### config.mk
export PLATFORM = sky130hd
export DESIGN_NAME = co2_ppm_line_parser_flat
export DESIGN_NICKNAME = d
export VERILOG_FILES = /design/src/rtl/core/co2p_pkg.sv /design/src/rtl/core/co2p_if.sv /design/src/rtl/core/co2_ppm_line_parser.sv /design/src/flat_wrapper.sv
export SDC_FILE = /design/constraint.sdc
export NUM_CORES = 1
export LEC_CHECK = 0
export ABC_AREA = 1
export BUFFER_PORTS_ARGS = -buffer_cell sky130_fd_sc_hd__buf_2
export CAP_MARGIN = 5
export CORE_MARGIN = 3
export CORE_UTILIZATION = 35
export CTS_BUF_LIST = sky130_fd_sc_hd__clkbuf_2
export DETAILED_ROUTE_END_ITERATION = 10
export PLACE_DENSITY_LB_ADDON = 0.3
export SYNTH_ARGS = -nofsm -noshare
export SYNTH_HDL_FRONTEND = slang
export SYNTH_SLANG_ARGS = --single-unit
### constraint.sdc
create_clock -name i_clk -period 4.97 [get_ports i_clk]
set_input_delay 0.497 -clock i_clk [delete_from_list [all_inputs] [get_ports i_clk]]
set_output_delay 0.497 -clock i_clk [all_outputs]
set_load 0.1 [all_outputs]
### src/rtl/core/co2p_pkg.sv
// Package: shared widths, command, status and register codes for the CO2 line parser.
`default_nettype none

package co2p_pkg;

    localparam int unsigned CMD_W     = 2;
    localparam int unsigned BYTE_W    = 8;
    localparam int unsigned STATUS_W  = 2;
    localparam int unsigned PPM_W     = 16;
    localparam int unsigned ELAPSED_W = 17;
    localparam int unsigned APB_AW    = 3;
    localparam int unsigned APB_DW    = 32;

    typedef enum logic [CMD_W-1:0] {
        CMD_START = 2'd0,
        CMD_BYTE  = 2'd1,
        CMD_TICK  = 2'd2,
        CMD_NONE  = 2'd3
    } t_cmd;

    typedef enum logic [STATUS_W-1:0] {
        ST_OK      = 2'd0,
        ST_INVALID = 2'd1,
        ST_TIMEOUT = 2'd2
    } t_status;

    localparam logic REG_TIMEOUT = 1'b0;
    localparam logic REG_MAX_PPM = 1'b1;

    localparam logic [PPM_W-1:0]     MAX_PPM_RESET = 16'd10000;
    localparam logic [ELAPSED_W-1:0] ELAPSED_MAX   = 17'h1FFFF;
    localparam logic [PPM_W-1:0]     PPM_SAT       = 16'hFFFF;

    localparam logic [BYTE_W-1:0] CHAR_LF   = 8'h0A;
    localparam logic [BYTE_W-1:0] CHAR_CR   = 8'h0D;
    localparam logic [BYTE_W-1:0] CHAR_NUL  = 8'h00;
    localparam logic [BYTE_W-1:0] CHAR_ZERO = 8'h30;
    localparam logic [BYTE_W-1:0] CHAR_NINE = 8'h39;

endpackage

`default_nettype wire

### src/rtl/core/co2p_if.sv
// Interfaces: command word channel and result word channel with valid/ready.
`default_nettype none

interface co2p_cmd_if;
    logic                              valid;
    logic                              ready;
    logic [co2p_pkg::CMD_W-1:0]        command;
    logic [co2p_pkg::BYTE_W-1:0]       rx_byte;

    modport source (output valid, output command, output rx_byte, input ready);
    modport sink   (input valid, input command, input rx_byte, output ready);
endinterface

interface co2p_res_if;
    logic                              valid;
    logic                              ready;
    logic [co2p_pkg::STATUS_W-1:0]     status;
    logic [co2p_pkg::PPM_W-1:0]        ppm;

    modport source (output valid, output status, output ppm, input ready);
    modport sink   (input valid, input status, input ppm, output ready);
endinterface

`default_nettype wire

### src/rtl/core/co2_ppm_line_parser.sv
// A word accepted into the input register passes the update stage into the result register.
// Throughput: one command word per cycle while the result word is not stalled; set by the single update stage
//   between the input register and the result register.
// Output stall holds the result register and backs up into the input register.
// Reset (synchronous, active low): idle, line cleared, timeout 0, max_ppm 10000.
// Timeout of zero selects the default limit; ticks beyond the limit close a request.
`default_nettype none

module co2_ppm_line_parser #(
    parameter int unsigned LINE_LIMIT         = 49,
    parameter int unsigned MIN_LINE           = 11,
    parameter int unsigned DEFAULT_TIMEOUT_MS = 3000
) (
    input  wire logic                          i_clk,
    input  wire logic                          i_rst_n,
    co2p_cmd_if.sink                           i_cmd,
    co2p_res_if.source                         o_res,
    input  wire logic                          i_psel,
    input  wire logic                          i_penable,
    input  wire logic                          i_pwrite,
    input  wire logic [co2p_pkg::APB_AW-1:0]   i_paddr,
    input  wire logic [co2p_pkg::APB_DW-1:0]   i_pwdata,
    output logic      [co2p_pkg::APB_DW-1:0]   o_prdata,
    output logic                               o_pready
);
    import co2p_pkg::*;

    // wide enough for a line limit and minimum length up to 63
    localparam int unsigned LEN_W = 6;
    localparam logic [LEN_W-1:0] LIMIT_L = LEN_W'(LINE_LIMIT);
    localparam logic [LEN_W-1:0] MIN_L   = LEN_W'(MIN_LINE);
    localparam logic [PPM_W-1:0] DEF_TO  = PPM_W'(DEFAULT_TIMEOUT_MS);

    // configuration
    logic [PPM_W-1:0] r_timeout_ms;
    logic [PPM_W-1:0] r_max_ppm;
    logic             cfg_wr;

    assign cfg_wr   = i_psel && i_penable && i_pwrite;
    assign o_pready = 1'b1;

    always_ff @(posedge i_clk) begin
        if (!i_rst_n) begin
            r_timeout_ms <= '0;
            r_max_ppm    <= MAX_PPM_RESET;
        end else if (cfg_wr) begin
            if (i_paddr[2] == REG_TIMEOUT) begin
                r_timeout_ms <= i_pwdata[PPM_W-1:0];
            end else begin
                r_max_ppm <= i_pwdata[PPM_W-1:0];
            end
        end
    end

    always_comb begin
        o_prdata = '0;
        if (i_paddr[2] == REG_TIMEOUT) begin
            o_prdata[PPM_W-1:0] = r_timeout_ms;
        end else begin
            o_prdata[PPM_W-1:0] = r_max_ppm;
        end
    end

    // input register
    logic              r_in_valid;
    logic [CMD_W-1:0]  r_in_cmd;
    logic [BYTE_W-1:0] r_in_byte;
    logic              advance;

    assign advance     = !o_res.valid || o_res.ready;
    assign i_cmd.ready = !r_in_valid || advance;

    always_ff @(posedge i_clk) begin
        if (!i_rst_n) begin
            r_in_valid <= 1'b0;
        end else if (i_cmd.ready) begin
            r_in_valid <= i_cmd.valid;
        end
    end

    always_ff @(posedge i_clk) begin
        if (i_cmd.valid && i_cmd.ready) begin
            r_in_cmd  <= i_cmd.command;
            r_in_byte <= i_cmd.rx_byte;
        end
    end

    // request and line state
    logic                 r_busy;
    logic [ELAPSED_W-1:0] r_elapsed;
    logic [LEN_W-1:0]     r_len;
    logic [LEN_W-1:0]     r_len_zero;
    logic                 r_zero_seen;
    logic                 r_digit_found;
    logic                 r_in_run;
    logic [PPM_W-1:0]     r_number;
    logic                 r_last_cr;

    logic                 n_busy;
    logic [ELAPSED_W-1:0] n_elapsed;
    logic [LEN_W-1:0]     n_len;
    logic [LEN_W-1:0]     n_len_zero;
    logic                 n_zero_seen;
    logic                 n_digit_found;
    logic                 n_in_run;
    logic [PPM_W-1:0]     n_number;
    logic                 n_last_cr;

    // state after storing the byte
    logic [LEN_W-1:0]     u_len;
    logic [LEN_W-1:0]     u_len_zero;
    logic                 u_zero_seen;
    logic                 u_digit_found;
    logic                 u_in_run;
    logic [PPM_W-1:0]     u_number;

    // line being checked
    logic [LEN_W-1:0]     f_len;
    logic [LEN_W-1:0]     f_eff;
    logic                 f_cr;
    logic                 f_digit;
    logic [PPM_W-1:0]     f_number;
    logic                 f_good;

    logic                 is_lf;
    logic                 is_digit;
    logic [3:0]           digit;
    logic [PPM_W+3:0]     acc;
    logic                 finish;
    logic [PPM_W-1:0]     limit;

    logic                 n_res_valid;
    logic [STATUS_W-1:0]  n_status;
    logic [PPM_W-1:0]     n_ppm;

    always_comb begin
        is_lf    = (r_in_byte == CHAR_LF);
        is_digit = (r_in_byte >= CHAR_ZERO) && (r_in_byte <= CHAR_NINE);
        digit    = 4'(r_in_byte - CHAR_ZERO);
        acc      = ({4'b0, r_number} << 3) + ({4'b0, r_number} << 1) + (PPM_W+4)'(digit);
        limit    = (r_timeout_ms == '0) ? DEF_TO : r_timeout_ms;

        u_len         = r_len + 1'b1;
        u_len_zero    = r_len_zero;
        u_zero_seen   = r_zero_seen;
        u_digit_found = r_digit_found;
        u_in_run      = r_in_run;
        u_number      = r_number;
        if (!r_zero_seen) begin
            if (r_in_byte == CHAR_NUL) begin
                u_zero_seen = 1'b1;
                u_len_zero  = r_len;
                u_in_run    = 1'b0;
            end else if (is_digit) begin
                if (!r_digit_found) begin
                    u_digit_found = 1'b1;
                    u_in_run      = 1'b1;
                    u_number      = PPM_W'(digit);
                end else if (r_in_run) begin
                    u_number = (acc > (PPM_W+4)'(PPM_SAT)) ? PPM_SAT : acc[PPM_W-1:0];
                end
            end else begin
                u_in_run = 1'b0;
            end
        end

        // newline checks the line as it stands; a full line is checked after the byte
        if (is_lf) begin
            f_len    = r_len;
            f_eff    = r_zero_seen ? r_len_zero : r_len;
            f_cr     = r_last_cr;
            f_digit  = r_digit_found;
            f_number = r_number;
        end else begin
            f_len    = u_len;
            f_eff    = u_zero_seen ? u_len_zero : u_len;
            f_cr     = (r_in_byte == CHAR_CR);
            f_digit  = u_digit_found;
            f_number = u_number;
        end
        f_good = (f_len != '0) && (f_eff >= MIN_L) && f_cr && f_digit;
        finish = is_lf || (u_len >= LIMIT_L);

        n_busy        = r_busy;
        n_elapsed     = r_elapsed;
        n_len         = r_len;
        n_len_zero    = r_len_zero;
        n_zero_seen   = r_zero_seen;
        n_digit_found = r_digit_found;
        n_in_run      = r_in_run;
        n_number      = r_number;
        n_last_cr     = r_last_cr;
        n_res_valid   = 1'b0;
        n_status      = ST_OK;
        n_ppm         = '0;

        unique case (t_cmd'(r_in_cmd))
            CMD_START: begin
                n_busy        = 1'b1;
                n_elapsed     = '0;
                n_len         = '0;
                n_len_zero    = '0;
                n_zero_seen   = 1'b0;
                n_digit_found = 1'b0;
                n_in_run      = 1'b0;
                n_number      = '0;
                n_last_cr     = 1'b0;
            end
            CMD_BYTE: begin
                if (r_busy) begin
                    if (finish) begin
                        n_len         = '0;
                        n_len_zero    = '0;
                        n_zero_seen   = 1'b0;
                        n_digit_found = 1'b0;
                        n_in_run      = 1'b0;
                        n_number      = '0;
                        n_last_cr     = 1'b0;
                        if (f_good) begin
                            n_busy      = 1'b0;
                            n_res_valid = 1'b1;
                            if (f_number <= r_max_ppm) begin
                                n_status = ST_OK;
                                n_ppm    = f_number;
                            end else begin
                                n_status = ST_INVALID;
                            end
                        end
                    end else begin
                        n_len         = u_len;
                        n_len_zero    = u_len_zero;
                        n_zero_seen   = u_zero_seen;
                        n_digit_found = u_digit_found;
                        n_in_run      = u_in_run;
                        n_number      = u_number;
                        n_last_cr     = (r_in_byte == CHAR_CR);
                    end
                end
            end
            CMD_TICK: begin
                if (r_busy) begin
                    if (r_elapsed != ELAPSED_MAX) begin
                        n_elapsed = r_elapsed + 1'b1;
                    end
                    if (n_elapsed > {1'b0, limit}) begin
                        n_busy        = 1'b0;
                        n_len         = '0;
                        n_len_zero    = '0;
                        n_zero_seen   = 1'b0;
                        n_digit_found = 1'b0;
                        n_in_run      = 1'b0;
                        n_number      = '0;
                        n_last_cr     = 1'b0;
                        n_res_valid   = 1'b1;
                        n_status      = ST_TIMEOUT;
                    end
                end
            end
            CMD_NONE: begin
            end
            default: begin
            end
        endcase
    end

    // state and result register advance together
    logic r_res_valid;
    logic [STATUS_W-1:0] r_status;
    logic [PPM_W-1:0]    r_ppm;

    always_ff @(posedge i_clk) begin
        if (!i_rst_n) begin
            r_busy        <= 1'b0;
            r_elapsed     <= '0;
            r_len         <= '0;
            r_len_zero    <= '0;
            r_zero_seen   <= 1'b0;
            r_digit_found <= 1'b0;
            r_in_run      <= 1'b0;
            r_number      <= '0;
            r_last_cr     <= 1'b0;
            r_res_valid   <= 1'b0;
        end else if (advance) begin
            r_res_valid <= r_in_valid && n_res_valid;
            if (r_in_valid) begin
                r_busy        <= n_busy;
                r_elapsed     <= n_elapsed;
                r_len         <= n_len;
                r_len_zero    <= n_len_zero;
                r_zero_seen   <= n_zero_seen;
                r_digit_found <= n_digit_found;
                r_in_run      <= n_in_run;
                r_number      <= n_number;
                r_last_cr     <= n_last_cr;
            end
        end
    end

    always_ff @(posedge i_clk) begin
        if (advance && r_in_valid && n_res_valid) begin
            r_status <= n_status;
            r_ppm    <= n_ppm;
        end
    end

    assign o_res.valid  = r_res_valid;
    assign o_res.status = r_status;
    assign o_res.ppm    = r_ppm;

endmodule

`default_nettype wire

### src/flat_wrapper.sv
// flat-port wrapper written by rule: the top's interface ports become plain ports
module co2_ppm_line_parser_flat import co2p_pkg::*;
#(
    parameter int unsigned LINE_LIMIT         = 49,
    parameter int unsigned MIN_LINE           = 11,
    parameter int unsigned DEFAULT_TIMEOUT_MS = 3000
)
  (i_clk, i_rst_n, i_psel, i_penable, i_pwrite, i_paddr, i_pwdata, o_prdata, o_pready, i_cmd_valid, i_cmd_command, i_cmd_rx_byte, i_cmd_ready, o_res_valid, o_res_status, o_res_ppm, o_res_ready);
  co2p_cmd_if i_cmd_i ();
  co2p_res_if o_res_i ();
  input  wire logic i_clk;
  input  wire logic i_rst_n;
  input  wire logic i_psel;
  input  wire logic i_penable;
  input  wire logic i_pwrite;
  input  wire logic [co2p_pkg::APB_AW-1:0] i_paddr;
  input  wire logic [co2p_pkg::APB_DW-1:0] i_pwdata;
  output logic      [co2p_pkg::APB_DW-1:0] o_prdata;
  output logic o_pready;
  input wire logic [$bits(i_cmd_i.valid)-1:0] i_cmd_valid;
  input wire logic [$bits(i_cmd_i.command)-1:0] i_cmd_command;
  input wire logic [$bits(i_cmd_i.rx_byte)-1:0] i_cmd_rx_byte;
  output wire logic [$bits(i_cmd_i.ready)-1:0] i_cmd_ready;
  output wire logic [$bits(o_res_i.valid)-1:0] o_res_valid;
  output wire logic [$bits(o_res_i.status)-1:0] o_res_status;
  output wire logic [$bits(o_res_i.ppm)-1:0] o_res_ppm;
  input wire logic [$bits(o_res_i.ready)-1:0] o_res_ready;
  assign i_cmd_i.valid = i_cmd_valid;
  assign i_cmd_i.command = i_cmd_command;
  assign i_cmd_i.rx_byte = i_cmd_rx_byte;
  assign i_cmd_ready = i_cmd_i.ready;
  assign o_res_valid = o_res_i.valid;
  assign o_res_status = o_res_i.status;
  assign o_res_ppm = o_res_i.ppm;
  assign o_res_i.ready = o_res_ready;
  co2_ppm_line_parser #(.LINE_LIMIT(LINE_LIMIT), .MIN_LINE(MIN_LINE), .DEFAULT_TIMEOUT_MS(DEFAULT_TIMEOUT_MS)) u_core (.i_clk(i_clk), .i_rst_n(i_rst_n), .i_cmd(i_cmd_i), .o_res(o_res_i), .i_psel(i_psel), .i_penable(i_penable), .i_pwrite(i_pwrite), .i_paddr(i_paddr), .i_pwdata(i_pwdata), .o_prdata(o_prdata), .o_pready(o_pready));
endmodule
# Word level (Yosys, flattened, before mapping)
# Index checks and enable logic that the tools add are counted.
# word_totals
reg_bits	112
inputBits	52
# classes
add_sub_neg	5
magnitude_cmp	7
eq_ne	10
mux	77
n_bitwise	1
reduce_logical	28
# op_table
cell	n
2-to-1 mux 16 bit	13
2-to-1 mux 6 bit	12
2-to-1 mux 17 bit	4
case mux 16 bit (3 select lines)	1
case mux 6 bit (3 select lines)	2
case mux 17 bit (2 select lines)	1
2-to-1 mux 1 bit	32
adder 19 x 17 -> 20 bit	1
adder 20 x 4 -> 20 bit	1
> comparator 20 x 16 -> 1 bit, second input constant	1
adder 17 x 1 -> 17 bit, second input constant	1
> comparator 17 x 16 -> 1 bit	1
!= test 17 bit, second input constant	1
equality test 8 x 4 -> 1 bit, second input constant	2
<= comparator 16 bit	1
zero test 16 bit	1
case mux 1 bit (3 select lines)	5
logical AND 1 bit	10
2-to-1 mux 2 bit	5
>= comparator 8 x 6 -> 1 bit, second input constant	1
<= comparator 8 x 6 -> 1 bit, second input constant	1
zero test 8 bit	1
AND reduction 8 bit	1
adder 6 x 1 -> 6 bit, second input constant	1
other kinds (22)	28

# Depth between registers and ports, before layout
# logic_depth
word_depth	16
ltp_mapped	30

# Worst setup path after synthesis
# OpenSTA, ideal clock, no wires.
# synth_path
path_type	reg2reg
from	register u_core.r_in_byte[3]
to	register u_core.r_ppm[12] (netlist: u_core.o_res.ppm[12]) (data pin)
setup_ns	0.262
arrival_time_ns	3.814
required_ns	4.708
path_slack_ns	0.895
stages_incl_launch_ff	28
path_cell_list	edfxtp_1 -> fa_1 -> fa_1 -> nand3_1 -> nand2_1 -> nand2_1 -> nand2_1 -> nand2_1 -> nand2_1 -> nand2_1 -> nand2_1 -> nor2_4 -> buf_6 -> nand3_1 -> a21boi_1 -> inv_1 -> ha_1 -> inv_1 -> nor2_1 -> nor2_1 -> o21a_1 -> o221ai_1 -> nand2_1 -> nand3_1 -> nand2_1 -> nand2_2 -> buf_6 -> nor2_2
# synth_between
elab_chain_cells	12
elab_cells_between_ends	36
classes_between	2 x add/sub; 5 x order compare; 2 x eq/ne; 19 x mux; 8 x reduce/logical
# synth_rtl
item	line_no	rtl
from (decl)	co2_ppm_line_parser.sv:67	logic [BYTE_W-1:0] r_in_byte;
from (signal assigned)	co2_ppm_line_parser.sv:84	r_in_byte <= i_cmd.rx_byte;
subtractor 4 x 1 -> 4 bit	co2_ppm_line_parser.sv:139	digit = 4'(r_in_byte - CHAR_ZERO);
adder 20 x 4 -> 20 bit	co2_ppm_line_parser.sv:140	acc = ({4'b0, r_number} << 3) + ({4'b0, r_number} << 1) + (PPM_W+4)'(digit);
> comparator 20 x 16 -> 1 bit	co2_ppm_line_parser.sv:160	u_number = (acc > (PPM_W+4)'(PPM_SAT)) ? PPM_SAT : acc[PPM_W-1:0];
2-to-1 mux 16 bit	co2_ppm_line_parser.sv:160	
2-to-1 mux 16 bit	co2_ppm_line_parser.sv:159	end else if (r_in_run) begin
2-to-1 mux 16 bit	co2_ppm_line_parser.sv:155	if (!r_digit_found) begin
2-to-1 mux 16 bit	co2_ppm_line_parser.sv:154	end else if (is_digit) begin
2-to-1 mux 16 bit	co2_ppm_line_parser.sv:150	if (r_in_byte == CHAR_NUL) begin
2-to-1 mux 16 bit	co2_ppm_line_parser.sv:149	if (!r_zero_seen) begin
2-to-1 mux 16 bit *	co2_ppm_line_parser.sv:168	if (is_lf) begin
named net u_core.f_number[1]	co2_ppm_line_parser.sv:122	logic [PPM_W-1:0] f_number;
<= comparator 16 bit *	co2_ppm_line_parser.sv:222	if (f_number <= r_max_ppm) begin
AND reduction 5 bit (no source line) *	-	
to (signal assigned)	co2_ppm_line_parser.sv:302	r_ppm <= n_ppm;
to (decl)	co2_ppm_line_parser.sv:269	logic [PPM_W-1:0] r_ppm;
# Mark *: on every way through the listed nets, which the timed path passes. The rest lies on a longest branch.
# A chain may end at the register's enable or synchronous reset.

# Final worst setup path
# layout_path
from	register u_core.r_in_byte[3]
to	register u_core.r_ppm[15] (netlist: u_core.o_res.ppm[15]) (data pin)
# Same word-level chain as after synthesis.

==> flow_summary_export.csv <==
group,metric,value,unit
sta,final_min_period_over_clock_period,0.916,
worst_setup_path,critPathLaunchType,"register",
sta,timing.final.max_slew_violations,0,
clocking,cts.sink_count,112,
pwr,highest_ir_drop_seen_on_vdd,0.136,mV
worst_setup_path,timing.critical_path.fanout_max,16,
floorplan,design.die.area,23800,sq um
place,place.detailed.hpwl,14.6,mm
global_routing,via_count_of_the_first_global_routing_pass,6453,
global_routing,global_route.usage.total,0.160,
logic_synthesis,mappedNetlistArea,7690,sq um
finish,final_net_count,1269,
worst_setup_path,critical_path_class,"register to register",
logic_synthesis,synth.top_cell.area_share,0.219,
finish,post_route_cells_drive_above_1_share,0.121,
finish,seqCellArea,2520,sq um
detailed_routing,wl_per_cell,13.4,um
clocking,clock_tree_from_tritoncts,"built",
sta,finalHoldViolations,0,
sta,timing.final.ws_setup,0.419,ns
sta,fmax,0.220,GHz
pwr,p_per_area,201,nW/um^2
worst_setup_path,endpoint_kind,"register",
place,port_buffers,69,
logic_synthesis,synth.top_cells.by_area,"dfxtp_1, nand2_1, ha_1",
min_path,worstHoldPathType,"input port to register",
detailed_routing,viasPerCell,4.85,
logic_synthesis,unique_masters_post_synth,48,
detailed_routing,routed-via-count,6923,
logic_synthesis,most_frequently_used_cell_type_in_the_post_synthesis_netlist,"nand2_1",
finish,filler_cell_count,2297,
finish,final_cell_count_no_fill,1426,
sta,tightestPinTransition,1.01,ns
sta,fin_setup_tns,0,ns
finish,areaGrowthSynthToFinish,10.2,%
logic_synthesis,syn_inst,1077,
place,globalplace.congestion,0.898,
floorplan,num_rows,53,
global_routing,grt_first_pass_wirelength,31.7,mm
detailed_routing,detail_route.iter0.violations,392,
logic_synthesis,synth_seq_cells,112,
clocking,clock_tree.htree_level_count,3,
clocking,cts-root-to-sink-buffers,2,
clocking,cts-root-buf,"clkbuf_2",
place,cells_after_dpl,1395,
logic_synthesis,async_flop_share,0,
logic_synthesis,ys_top_cells_by_count,"nand2_1, inv_1, a21oi_1",
logic_synthesis,primary_flip_flop_cell_chosen_by_synthesis_mapping,"dfxtp_1",
floorplan,floorplan.core_area,21300,sq um
global_routing,grt_antenna_before_repair,1,
sta,worst_setup_skew_after_layout,0.0377,ns
logic_synthesis,synth-edff-count,28,
floorplan,initial_utilization,0.361,
floorplan,io-pin-count,105,
worst_setup_path,critPathArrivalTime,4.98,ns
finish,multi_input_comb_area,4450,sq um
floorplan,fp.dieW,154,um
finish,final_util,0.398,
logic_synthesis,syn_area_per_cell,7.14,sq um
pwr,p_total,1.70,mW
pwr,leakagePower,3.79,nW
place,dp_slack,0.361,ns
sta,report.final.setup_viol,0,
worst_setup_path,cp_data_required_time,5.40,ns
clocking,worstSkewPairLatency,0.63,ns
clocking,cts_buffers,9,
sta,rsz0062_at_grt,"no",
floorplan,fp.dieH,154,um
job,timing.max_cap.violations,0,
clocking,cts.reportedPaths.clkPinSlew,0.32,ns
detailed_routing,detailedRoute.firstPassIterationCount,5,
outcome,outcome,"complete, no violations",
logic_synthesis,synth.largest_area_cell,"dfxtp_1",
global_routing,grt.overflow.total,0,
global_routing,maximum_number_of_pins_on_one_net_before_global_route_repair,54,
logic_synthesis,synth_warnings,0,
sta,minimum_period_implied_by_the_final_worst_setup_slack,4.55,ns
detailed_routing,post-route-drc-count,0,
detailed_routing,ant_nets,0,
logic_synthesis,seq_area_frac_synth,0.328,
sta,max_slew_margin_vs_limit,0.328,
detailed_routing,finalWirelength,19.1,mm
cell families after synthesis:
| kind of cell | count (synthesis) | synth area share |
|---|---|---|
| fa+ha+maj | 72 | 0.119 |
| flops | 112 | 0.328 |
| xor+xnor | 25 | 0.0285 |
| simple gates | 479 | 0.271 |
| compound gates | 212 | 0.151 |
| other cells | 2 | 0.000977 |
| buf+inv | 175 | 0.101 |
area by class of cell:
class	count	share of cell area
antenna	1	0.000295
clock buffer	11	0.00650
clock inverter	5	0.00768
inverter	123	0.0545
multi-input combinational	805	0.525
sequential	112	0.298
tap	275	0.0406
timing repair buffer	94	0.0673
power by group:
group          internal, mW  switching [mW]
registers             0.951          0.0113
logic                0.0703           0.221
clock network         0.126           0.323
total                  1.15           0.555
stage by stage:
| stage | cell area (sq um) | hold WS (ns) |
|---|---|---|
| floorplan | 7740 | 0.444 |
| global placement | 8210 | 0.459 |
| detailed placement | 8210 | 0.470 |
| CTS | 8430 | 0.00170 |
| global route | 8470 | 0.0364 |
| finish | 8470 | 0.0656 |
flip-flops by register name, indices dropped and copies added, names as in the netlist, 2 cells and up:
register / count
u_core.r_number: 16
u_core.o_res.ppm: 16
u_core.o_res.status: 2
u_core.r_max_ppm: 16
u_core.r_len: 6
u_core.r_timeout_ms: 16
u_core.r_in_cmd: 2
u_core.r_len_zero: 6
u_core.r_elapsed: 17
u_core.r_in_byte: 8
path summary, 6_finish.rpt:
kind,start,to,slack (ns),cells past startpoint
max reg2reg,u_core.r_in_byte[3]$_DFFE_PP_,u_core.o_res.ppm[15]$_SDFFCE_PN0P_,0.42,25
min,i_pwdata[4],u_core.r_max_ppm[4]$_SDFFE_PN1P_,0.07,3
max,u_core.r_in_byte[3]$_DFFE_PP_,u_core.o_res.ppm[15]$_SDFFCE_PN0P_,0.42,25
min reg2reg,u_core.r_last_cr$_SDFFE_PN0P_,u_core.r_last_cr$_SDFFE_PN0P_,0.50,2
what timing repair did:
item / in CTS / in global routing
hold buffers: 10 / 0
endpoints found under the hold margin: 10 / 0
resized for setup: 0 / 4
buffers inserted: 0 / 4
setup endpoints to repair: 0 / 16
worst max-delay path: stages, from the launching register on:
cell	delay [ns]
edfxtp_1	0.49
fa_1	0.54
fa_1	0.48
nand3_1	0.11
nand2_1	0.13
nand2_1	0.08
nand2_1	0.08
nand2_1	0.08
nand2_1	0.06
nand2_1	0.05
nand2_1	0.07
nor2_4	0.26
buf_4	0.20
nand3_1	0.08
a21boi_1	0.22
inv_1	0.11
ha_1	0.28
nand2_1	0.07
o21a_1	0.19
o221ai_1	0.17
nand2_1	0.08
nand3_1	0.09
nand2_2	0.09
nand2_2	0.10
buf_12	0.16
nor2_1	0.06
cell usage in the layout (no fill, tap or decap), types with 2 or more instances in the layout:
cell type,Yosys,layout
buf_2,1,69
a21oi_1,114,114
o211ai_1,3,3
a21boi_2,0,2
o2111ai_1,2,2
nand3_1,34,34
xor2_1,19,19
clkbuf_2,0,11
nand2_1,266,265
o21a_1,3,3
nand3b_1,10,10
inv_2,6,6
nor4_1,3,3
conb_1,2,17
buf_4,20,14
nand3_2,2,2
xnor2_1,6,6
or2_2,3,3
nor2_2,11,11
a21boi_1,13,11
o21ai_1,4,5
nor2_4,3,3
nor3_2,3,3
dlygate4sd3_1,0,10
nor2_1,105,105
ha_1,70,70
o22ai_1,3,3
a21boi_0,3,3
inv_1,117,117
fa_1,2,2
nand2_2,3,4
nand4_1,17,17
nor3_1,14,14
dfxtp_1,84,84
a211oi_1,2,2
edfxtp_1,28,28
clkinv_4,0,3
o21ai_0,58,57
routing by layer:
layer  global-route usage  routed length (um)  vias up
li1                     -                   -     3640
met1                0.214                9180     3124
met2                0.271                8850      137
met3               0.0271                 798       22
met4               0.0383                 312        0
met5                    0                   0        -
Note: power is estimated with default switching activity, not from simulation.
